[config.mk]
export PLATFORM = sky130hd
export DESIGN_NAME = yuv422_to_bgra_bt601
export DESIGN_NICKNAME = d
export VERILOG_FILES = /design/src/design/yuvrgb_pkg.sv /design/src/design/yuvrgb_chroma.sv /design/src/design/yuvrgb_lane.sv /design/src/design/yuvrgb_pos.sv /design/src/design/yuv422_to_bgra_bt601.sv
export SDC_FILE = /design/constraint.sdc
export NUM_CORES = 2
export LEC_CHECK = 0
export BUFFER_PORTS_ARGS = -buffer_cell sky130_fd_sc_hd__clkbuf_2
export CAP_MARGIN = 30
export CORE_ASPECT_RATIO = 2
export CORE_MARGIN = 2
export CORE_UTILIZATION = 45
export CTS_BUF_LIST = sky130_fd_sc_hd__clkbuf_4
export DETAILED_ROUTE_END_ITERATION = 6
export GPL_TIMING_DRIVEN = 0
export PLACE_DENSITY_LB_ADDON = 0.1
export SETUP_SLACK_MARGIN = 0.1
export SYNTH_ARGS = -nofsm -noshare
export SYNTH_HDL_FRONTEND = slang
export SYNTH_HIERARCHICAL = 1
export SYNTH_SLANG_ARGS = --single-unit
[constraint.sdc]
create_clock -name clk -period 8.5 [get_ports clk]
set_input_delay 0.425 -clock clk [delete_from_list [all_inputs] [get_ports clk]]
set_output_delay 0.425 -clock clk [all_outputs]
set_load 0.005 [all_outputs]
[src/design/yuvrgb_pkg.sv]
// Shared types, constants and helpers for the YUYV to RGB converter.
package yuvrgb_pkg;

  localparam int SAMPLE_W = 8;
  localparam int CFG_W    = 13;
  localparam int CFG_IDX_W = 2;
  localparam int DIM_W    = 15;
  localparam int ACC_W    = 32;
  localparam int FRAC_BITS = 20;

  localparam int MAX_WIDTH_DEF  = 4096;
  localparam int MAX_HEIGHT_DEF = 4096;

  localparam logic [CFG_W-1:0] WIDTH_RST  = CFG_W'(640);
  localparam logic [CFG_W-1:0] HEIGHT_RST = CFG_W'(480);

  localparam logic [CFG_IDX_W-1:0] REG_FRAME_WIDTH  = CFG_IDX_W'(0);
  localparam logic [CFG_IDX_W-1:0] REG_FRAME_HEIGHT = CFG_IDX_W'(1);

  typedef logic signed [ACC_W-1:0] acc_t;

  localparam acc_t COEF_Y  = 32'sd1220542;
  localparam acc_t COEF_UB = 32'sd2116026;
  localparam acc_t COEF_UG = -32'sd409993;
  localparam acc_t COEF_VG = -32'sd852492;
  localparam acc_t COEF_VR = 32'sd1673527;
  localparam acc_t HALF_LSB = acc_t'(1) <<< (FRAC_BITS - 1);

  localparam logic [SAMPLE_W-1:0] CHROMA_BIAS = SAMPLE_W'(128);
  localparam logic [SAMPLE_W-1:0] LUMA_BIAS   = SAMPLE_W'(16);
  localparam logic [SAMPLE_W-1:0] CHAN_MAX    = SAMPLE_W'(8'hff);

  typedef struct packed {
    acc_t red;
    acc_t green;
    acc_t blue;
  } chroma_t;

  typedef struct packed {
    logic [SAMPLE_W-1:0] red;
    logic [SAMPLE_W-1:0] green;
    logic [SAMPLE_W-1:0] blue;
  } pixel_t;

  typedef struct packed {
    logic row_end;
    logic frame_end;
  } marks_t;

  // floor(acc / 2^FRAC_BITS) clamped to 0..255
  function automatic logic [SAMPLE_W-1:0] to_channel(input acc_t acc);
    acc_t q;
    q = acc >>> FRAC_BITS;
    if (acc < 0) begin
      to_channel = '0;
    end else if (q > acc_t'(CHAN_MAX)) begin
      to_channel = CHAN_MAX;
    end else begin
      to_channel = q[SAMPLE_W-1:0];
    end
  endfunction

endpackage

[src/design/yuvrgb_chroma.sv]
// Shared chroma products for one YUYV group, registered at the first stage.
module yuvrgb_chroma
  import yuvrgb_pkg::*;
(
  input  logic                clk,
  input  logic                load,
  input  logic [SAMPLE_W-1:0] chroma_blue,
  input  logic [SAMPLE_W-1:0] chroma_red,
  output chroma_t             terms
);

  logic signed [SAMPLE_W:0] u;
  logic signed [SAMPLE_W:0] v;
  chroma_t terms_r;
  chroma_t terms_nxt;

  assign u = $signed({1'b0, chroma_blue}) - $signed({1'b0, CHROMA_BIAS});
  assign v = $signed({1'b0, chroma_red}) - $signed({1'b0, CHROMA_BIAS});

  always_comb begin
    terms_nxt.red   = HALF_LSB + acc_t'(v) * COEF_VR;
    terms_nxt.green = HALF_LSB + acc_t'(v) * COEF_VG + acc_t'(u) * COEF_UG;
    terms_nxt.blue  = HALF_LSB + acc_t'(u) * COEF_UB;
  end

  always_ff @(posedge clk) begin
    if (load) begin
      terms_r <= terms_nxt;
    end
  end

  assign terms = terms_r;

endmodule

[src/design/yuvrgb_lane.sv]
// One pixel lane: registered luma product, then chroma add and clamp.
module yuvrgb_lane
  import yuvrgb_pkg::*;
(
  input  logic                clk,
  input  logic                load,
  input  logic [SAMPLE_W-1:0] luma,
  input  chroma_t             terms,
  output pixel_t              pixel
);

  logic [SAMPLE_W-1:0] luma_off;
  acc_t luma_r;
  acc_t luma_nxt;

  assign luma_off = (luma < LUMA_BIAS) ? '0 : luma - LUMA_BIAS;
  assign luma_nxt = acc_t'($signed({1'b0, luma_off})) * COEF_Y;

  always_ff @(posedge clk) begin
    if (load) begin
      luma_r <= luma_nxt;
    end
  end

  always_comb begin
    pixel.red   = to_channel(luma_r + terms.red);
    pixel.green = to_channel(luma_r + terms.green);
    pixel.blue  = to_channel(luma_r + terms.blue);
  end

endmodule

[src/design/yuvrgb_pos.sv]
// Frame size registers and pair column / row counters for end marks.
module yuvrgb_pos
  import yuvrgb_pkg::*;
#(
  parameter int MAX_WIDTH  = MAX_WIDTH_DEF,
  parameter int MAX_HEIGHT = MAX_HEIGHT_DEF
) (
  input  logic                 clk,
  input  logic                 rst_n,
  input  logic                 cfg_write,
  input  logic [CFG_IDX_W-1:0] cfg_index,
  input  logic [CFG_W-1:0]     cfg_data,
  input  logic                 step,
  output marks_t               marks
);

  localparam int COL_W = (MAX_WIDTH > 2) ? $clog2((MAX_WIDTH + 1) / 2) : 1;
  localparam int ROW_W = (MAX_HEIGHT > 1) ? $clog2(MAX_HEIGHT) : 1;
  localparam logic [DIM_W-1:0] WIDTH_LIM  = DIM_W'(MAX_WIDTH);
  localparam logic [DIM_W-1:0] HEIGHT_LIM = DIM_W'(MAX_HEIGHT);
  localparam logic [DIM_W-1:0] WIDTH_MIN  = DIM_W'(2);
  localparam logic [DIM_W-1:0] HEIGHT_MIN = DIM_W'(1);

  logic [CFG_W-1:0] width_r, width_nxt;
  logic [CFG_W-1:0] height_r, height_nxt;
  logic [COL_W-1:0] col_r, col_nxt;
  logic [ROW_W-1:0] row_r, row_nxt;
  logic [DIM_W-1:0] w_ext, h_ext, w_eff, h_eff, last_col, last_row;
  logic rend, fend;

  always_comb begin
    width_nxt  = width_r;
    height_nxt = height_r;
    if (cfg_write) begin
      case (cfg_index)
        REG_FRAME_WIDTH:  width_nxt  = cfg_data;
        REG_FRAME_HEIGHT: height_nxt = cfg_data;
        default: ;
      endcase
    end
  end

  assign w_ext = DIM_W'(width_r);
  assign h_ext = DIM_W'(height_r);
  assign w_eff = (w_ext < WIDTH_MIN) ? WIDTH_MIN : ((w_ext > WIDTH_LIM) ? WIDTH_LIM : w_ext);
  assign h_eff = (h_ext < HEIGHT_MIN) ? HEIGHT_MIN :
                 ((h_ext > HEIGHT_LIM) ? HEIGHT_LIM : h_ext);
  assign last_col = (w_eff - DIM_W'(1)) >> 1;
  assign last_row = h_eff - DIM_W'(1);

  assign rend = DIM_W'(col_r) >= last_col;
  assign fend = rend && (DIM_W'(row_r) >= last_row);

  always_comb begin
    col_nxt = col_r;
    row_nxt = row_r;
    if (step) begin
      if (rend) begin
        col_nxt = '0;
        row_nxt = fend ? '0 : row_r + ROW_W'(1);
      end else begin
        col_nxt = col_r + COL_W'(1);
      end
    end
  end

  always_ff @(posedge clk) begin
    if (!rst_n) begin
      width_r  <= WIDTH_RST;
      height_r <= HEIGHT_RST;
      col_r    <= '0;
      row_r    <= '0;
    end else begin
      width_r  <= width_nxt;
      height_r <= height_nxt;
      col_r    <= col_nxt;
      row_r    <= row_nxt;
    end
  end

  assign marks.row_end   = rend;
  assign marks.frame_end = fend;

endmodule

[src/design/yuv422_to_bgra_bt601.sv]
// Top level: YUYV group to two BT.601 RGB pixels with row and frame end marks.
//
// Input channel (in_*): one YUYV group per beat, valid/ready.
// Output channel (out_*): two RGB pixels plus row_end / frame_end per beat.
// Config channel (cfg_*): index 0 frame_width, 1 frame_height; always ready.
//   Other indexes are ignored. Write only while the block is idle.
// Pipeline: stage one holds the chroma products and the two luma
//   products; stage two adds, rounds, clamps and holds the result in
//   the output registers.
// Throughput: one beat per cycle while out_ready is high; two pixel lanes run side by side.
// Stalls: each stage advances when empty or when the stage after it moves,
//   so a beat is taken even while a finished result waits, until both
//   stages are full. out_ready low then drops in_ready in the same cycle.
// Reset: both stages empty, counters at zero, 640 x 480 frame size.
// End marks come from the counters at the moment a beat is taken.
module yuv422_to_bgra_bt601
  import yuvrgb_pkg::*;
#(
  parameter int MAX_WIDTH  = MAX_WIDTH_DEF,
  parameter int MAX_HEIGHT = MAX_HEIGHT_DEF
) (
  input  logic                 clk,
  input  logic                 rst_n,
  input  logic                 in_valid,
  output logic                 in_ready,
  input  logic [SAMPLE_W-1:0]  in_luma_first,
  input  logic [SAMPLE_W-1:0]  in_chroma_blue,
  input  logic [SAMPLE_W-1:0]  in_luma_second,
  input  logic [SAMPLE_W-1:0]  in_chroma_red,
  output logic                 out_valid,
  input  logic                 out_ready,
  output logic [SAMPLE_W-1:0]  out_red_first,
  output logic [SAMPLE_W-1:0]  out_green_first,
  output logic [SAMPLE_W-1:0]  out_blue_first,
  output logic [SAMPLE_W-1:0]  out_red_second,
  output logic [SAMPLE_W-1:0]  out_green_second,
  output logic [SAMPLE_W-1:0]  out_blue_second,
  output logic                 out_row_end,
  output logic                 out_frame_end,
  input  logic                 cfg_valid,
  output logic                 cfg_ready,
  input  logic [CFG_IDX_W-1:0] cfg_index,
  input  logic [CFG_W-1:0]     cfg_data
);

  logic    s1_valid_r, s1_valid_nxt;
  logic    s2_valid_r, s2_valid_nxt;
  logic    s1_load, s2_load, in_fire;
  marks_t  marks, s1_marks_r, s2_marks_r;
  chroma_t terms;
  pixel_t  pix_first, pix_second, first_r, second_r;

  assign s2_load  = !s2_valid_r || out_ready;
  assign s1_load  = !s1_valid_r || s2_load;
  assign in_ready = s1_load;
  assign in_fire  = in_valid && s1_load;
  assign cfg_ready = 1'b1;

  assign s1_valid_nxt = s1_load ? in_valid : s1_valid_r;
  assign s2_valid_nxt = s2_load ? s1_valid_r : s2_valid_r;

  yuvrgb_pos #(
    .MAX_WIDTH  (MAX_WIDTH),
    .MAX_HEIGHT (MAX_HEIGHT)
  ) u_pos (
    .clk       (clk),
    .rst_n     (rst_n),
    .cfg_write (cfg_valid),
    .cfg_index (cfg_index),
    .cfg_data  (cfg_data),
    .step      (in_fire),
    .marks     (marks)
  );

  yuvrgb_chroma u_chroma (
    .clk         (clk),
    .load        (s1_load),
    .chroma_blue (in_chroma_blue),
    .chroma_red  (in_chroma_red),
    .terms       (terms)
  );

  yuvrgb_lane u_lane_first (
    .clk   (clk),
    .load  (s1_load),
    .luma  (in_luma_first),
    .terms (terms),
    .pixel (pix_first)
  );

  yuvrgb_lane u_lane_second (
    .clk   (clk),
    .load  (s1_load),
    .luma  (in_luma_second),
    .terms (terms),
    .pixel (pix_second)
  );

  always_ff @(posedge clk) begin
    if (!rst_n) begin
      s1_valid_r <= 1'b0;
      s2_valid_r <= 1'b0;
    end else begin
      s1_valid_r <= s1_valid_nxt;
      s2_valid_r <= s2_valid_nxt;
    end
  end

  always_ff @(posedge clk) begin
    if (s1_load) begin
      s1_marks_r <= marks;
    end
    if (s2_load) begin
      s2_marks_r <= s1_marks_r;
      first_r    <= pix_first;
      second_r   <= pix_second;
    end
  end

  assign out_valid        = s2_valid_r;
  assign out_red_first    = first_r.red;
  assign out_green_first  = first_r.green;
  assign out_blue_first   = first_r.blue;
  assign out_red_second   = second_r.red;
  assign out_green_second = second_r.green;
  assign out_blue_second  = second_r.blue;
  assign out_row_end      = s2_marks_r.row_end;
  assign out_frame_end    = s2_marks_r.frame_end;

`ifndef SYNTHESIS
  a_frame_implies_row: assert property (@(posedge clk) disable iff (!rst_n)
    out_valid |-> (!out_frame_end || out_row_end))
    else $error("frame_end without row_end");

  a_ready_when_empty: assert property (@(posedge clk) disable iff (!rst_n)
    !out_valid |-> in_ready)
    else $error("input stalled with empty output stage");

  a_advance_to_empty: assert property (@(posedge clk) disable iff (!rst_n)
    (s1_valid_r && !s2_valid_r) |=> s2_valid_r)
    else $error("stage one beat not moved into empty stage two");

  a_full_stall: assert property (@(posedge clk) disable iff (!rst_n)
    (s1_valid_r && s2_valid_r && !out_ready) |-> !in_ready)
    else $error("beat accepted while both stages full and stalled");

  a_no_lost_beat: assert property (@(posedge clk) disable iff (!rst_n)
    (s2_valid_r && !out_ready) |=> s2_valid_r)
    else $error("output beat dropped during stall");
`endif

endmodule
==> key figures <==
CTS
  – CTS tree: yes
  – Total CTS buffers: 58
  – CTS H-tree depth: 2
  – CTS Buffer Depth: 3
  – Clk sink count: 252
  – Later-pin clock latency in the skew report: 820 ps
  – Reg clk slew, reported paths: 80 ps
  – CTS root buffer: clkbuf_4

GRT
  – Number of antenna violations at the first check in global routing: 1
  – Largest net degree at the start of global routing: 66
  – All-layer global routing usage: 25.6%
  – GR Overflow Total: 0
  – First-pass GRT wire length: 153000 microns
  – Number of global-route vias before repair: 28081

Run status
  – Status: finished, violations left
  – Failing checks: DRC

Drt
  – Via count: 26281
  – Initial drt markers: 925
  – Number of vias per cell: 5.46
  – Drt pass-1 iters: 7
  – DRC violation count after routing: 2
  – Final wirelength: 99600 microns
  – ANT nets after route: 0
  – Routed wire per std cell: 20.7 microns

Min path
  – Worst Hold Class: in -> reg

Timing
  – Final setup viols: 0
  – Clock period minus worst slack: 8090 ps
  – Top achievable clock speed: 124 MHz
  – Max_slew headroom: 32.5%
  – Unrepaired setup endpoints after global routing: yes
  – Fin. Hold Viols: 0
  – Slew Limit Fails: 0
  – Worst Clk Skew: 73.2 ps
  – Period utilisation layout: 95.1%
  – Worst-Margin Slew: 1000 ps

Placement
  – Final weighted congestion in routability-driven placement: 0.946
  – Detailed Place HPWL: 86300 microns
  – Number of port buffers: 103

Final layout
  – Share of post-route cells with drive strength above 1: 8.54%
  – Area growth from synthesis to layout: 9.23%
  – NumNets Final: 4751
  – Core Util, Final: 49.6%

Floorplan
  – Num rows: 143
  – Top Ports: 105
  – Core area: 75900 sq um
  – Die W: 200 microns
  – DIE AREA: 78900 sq um
  – Die Y: 395 microns
  – Initial Util: 45.4%

Synthesis
  – Post-Syn Nets: 4553
  – YS warnings: 6
  – Syn_area_per_cell: 9.71 sq um
  – Cells after Synth: 3546
  – Synthesized area: 34400 sq um

Setup path
  – Worst EP required: 9000 ps
  – Worst Path Max Fanout: 8
  – CP Capture Type: flop
  – CP Data Arrival Time: 8590 ps
  – CP max stage delay: 680 ps
  – Crit path kind: in -> reg
  – Slowest CP cell: fa_2
  – CP startpoint kind: input port

Run
  – Max cap viols: 0
[routing by layer]
layer	part of all wire (%)	global-route usage, %	wire [microns]	vias to the layer above
met1	33	23.6	32800	12619
met5	0	0	0	-
met2	57	51.0	56400	540
li1	-	-	-	12838
met3	2.1	1.88	2110	284
met4	8.3	18.4	8260	0
[final timing paths]
path / startpoint / to / slack (ps) / cells past startpoint
setup / recovery: in_chroma_red[4] / u_chroma/terms[61]$_DFFE_PP_ / 410 / 35
hold / removal: cfg_valid / u_pos/height_r[1]$_SDFFE_PN0P_ / 120 / 4
setup reg to reg: u_pos/width_r[2]$_SDFFE_PN0P_ / u_pos/row_r[10]$_SDFFE_PN0P_ / 3340 / 17
hold reg to reg: s1_marks_r[1]$_DFFE_PP_ / out_row_end$_DFFE_PP_ / 410 / 0
[through the flow]
stage          cells  hold WS (ps)  setup TNS [ps]  instance area [sq um]  worst slack (ps)
2_1_floorplan   3546           400               0                  34400               543
3_3_place_gp    4664           404          -11850                  36200             -1380
3_5_place_dp    4669           407          -12130                  36300             -1380
4_1_cts         4804          32.4               0                  37500              82.3
5_1_grt         4810          90.1               0                  37600              40.9
6_report        4810           116               0                  37600               412
[state kept, by name, indices dropped and copies added, names as in the netlist]
signal	flops
u_pos/col_r	11
u_lane_second/luma_r	28
out_green_second	8
out_blue_first	8
out_red_first	8
out_green_first	8
u_pos/height_r	13
u_pos/row_r	12
s1_marks_r	2
out_frame_end	1
out_row_end	1
out_blue_second	8
u_pos/width_r	13
u_lane_first/luma_r	28
out_red_second	8
s1_valid_r	1
out_valid	1
u_chroma/terms	93
[cell type report]
type,count,area (sq um)
Antenna cell,1,2.50
Timing Repair Buffer,138,893
Tap cell,1015,1270
Inverter,595,2240
Clock inverter,38,355
Clock buffer,72,541
Fill cell,7358,38200
Multi-Input combinational cell,2671,25100
Sequential cell,252,7060
Buffer,28,136
[layout by cell type (no fill, tap or decap), types with 10 or more instances in the layout]
| master | instances |
|---|---|
| nand3b_1 | 14 |
| a211o_1 | 10 |
| ha_1 | 653 |
| nand3_1 | 69 |
| nor2b_1 | 29 |
| a211oi_1 | 35 |
| a31oi_1 | 40 |
| o21a_1 | 37 |
| fa_1 | 299 |
| clkbuf_1 | 19 |
| clkbuf_4 | 75 |
| o211ai_1 | 10 |
| nor3_1 | 54 |
| xnor2_1 | 141 |
| inv_1 | 592 |
| a21o_1 | 84 |
| a22oi_1 | 12 |
| a311oi_1 | 13 |
| nor3b_1 | 11 |
| nand4_1 | 38 |
| clkinv_1 | 19 |
| xor2_1 | 61 |
| o21ai_0 | 112 |
| nand2_1 | 191 |
| dlygate4sd3_1 | 18 |
| edfxtp_1 | 201 |
| clkbuf_2 | 101 |
| or2_2 | 17 |
| buf_4 | 15 |
| and2_1 | 20 |
| nor2_1 | 161 |
| o31ai_1 | 11 |
| or3_1 | 16 |
| dfxtp_1 | 51 |
| nand2b_1 | 36 |
| o21bai_1 | 29 |
| a21oi_1 | 229 |
| and3_1 | 29 |
[critical path, delay by kind of cell]
kind / cells / cell delay [ps]
adder cells (fa/ha/maj): 10 / 4350
AO/OA/AOI/OAI: 14 / 2470
buffers and inverters: 7 / 710
XOR/XNOR: 3 / 530
AND/OR/NAND/NOR: 1 / 100
[what timing repair did]
item | CTS | global route
hold buffers | 18 | 0
pin swaps | 4 | 5
hold endpoints to repair | 28 | 0
cloned | 0 | 0
endpoints found under the setup margin | 9 | 10
gates resized for setup | 9 | 22
buffers inserted | 7 | 5
Power is not shown: default switching activity piles up to over one toggle a cycle in this logic, so the estimate is an artifact.
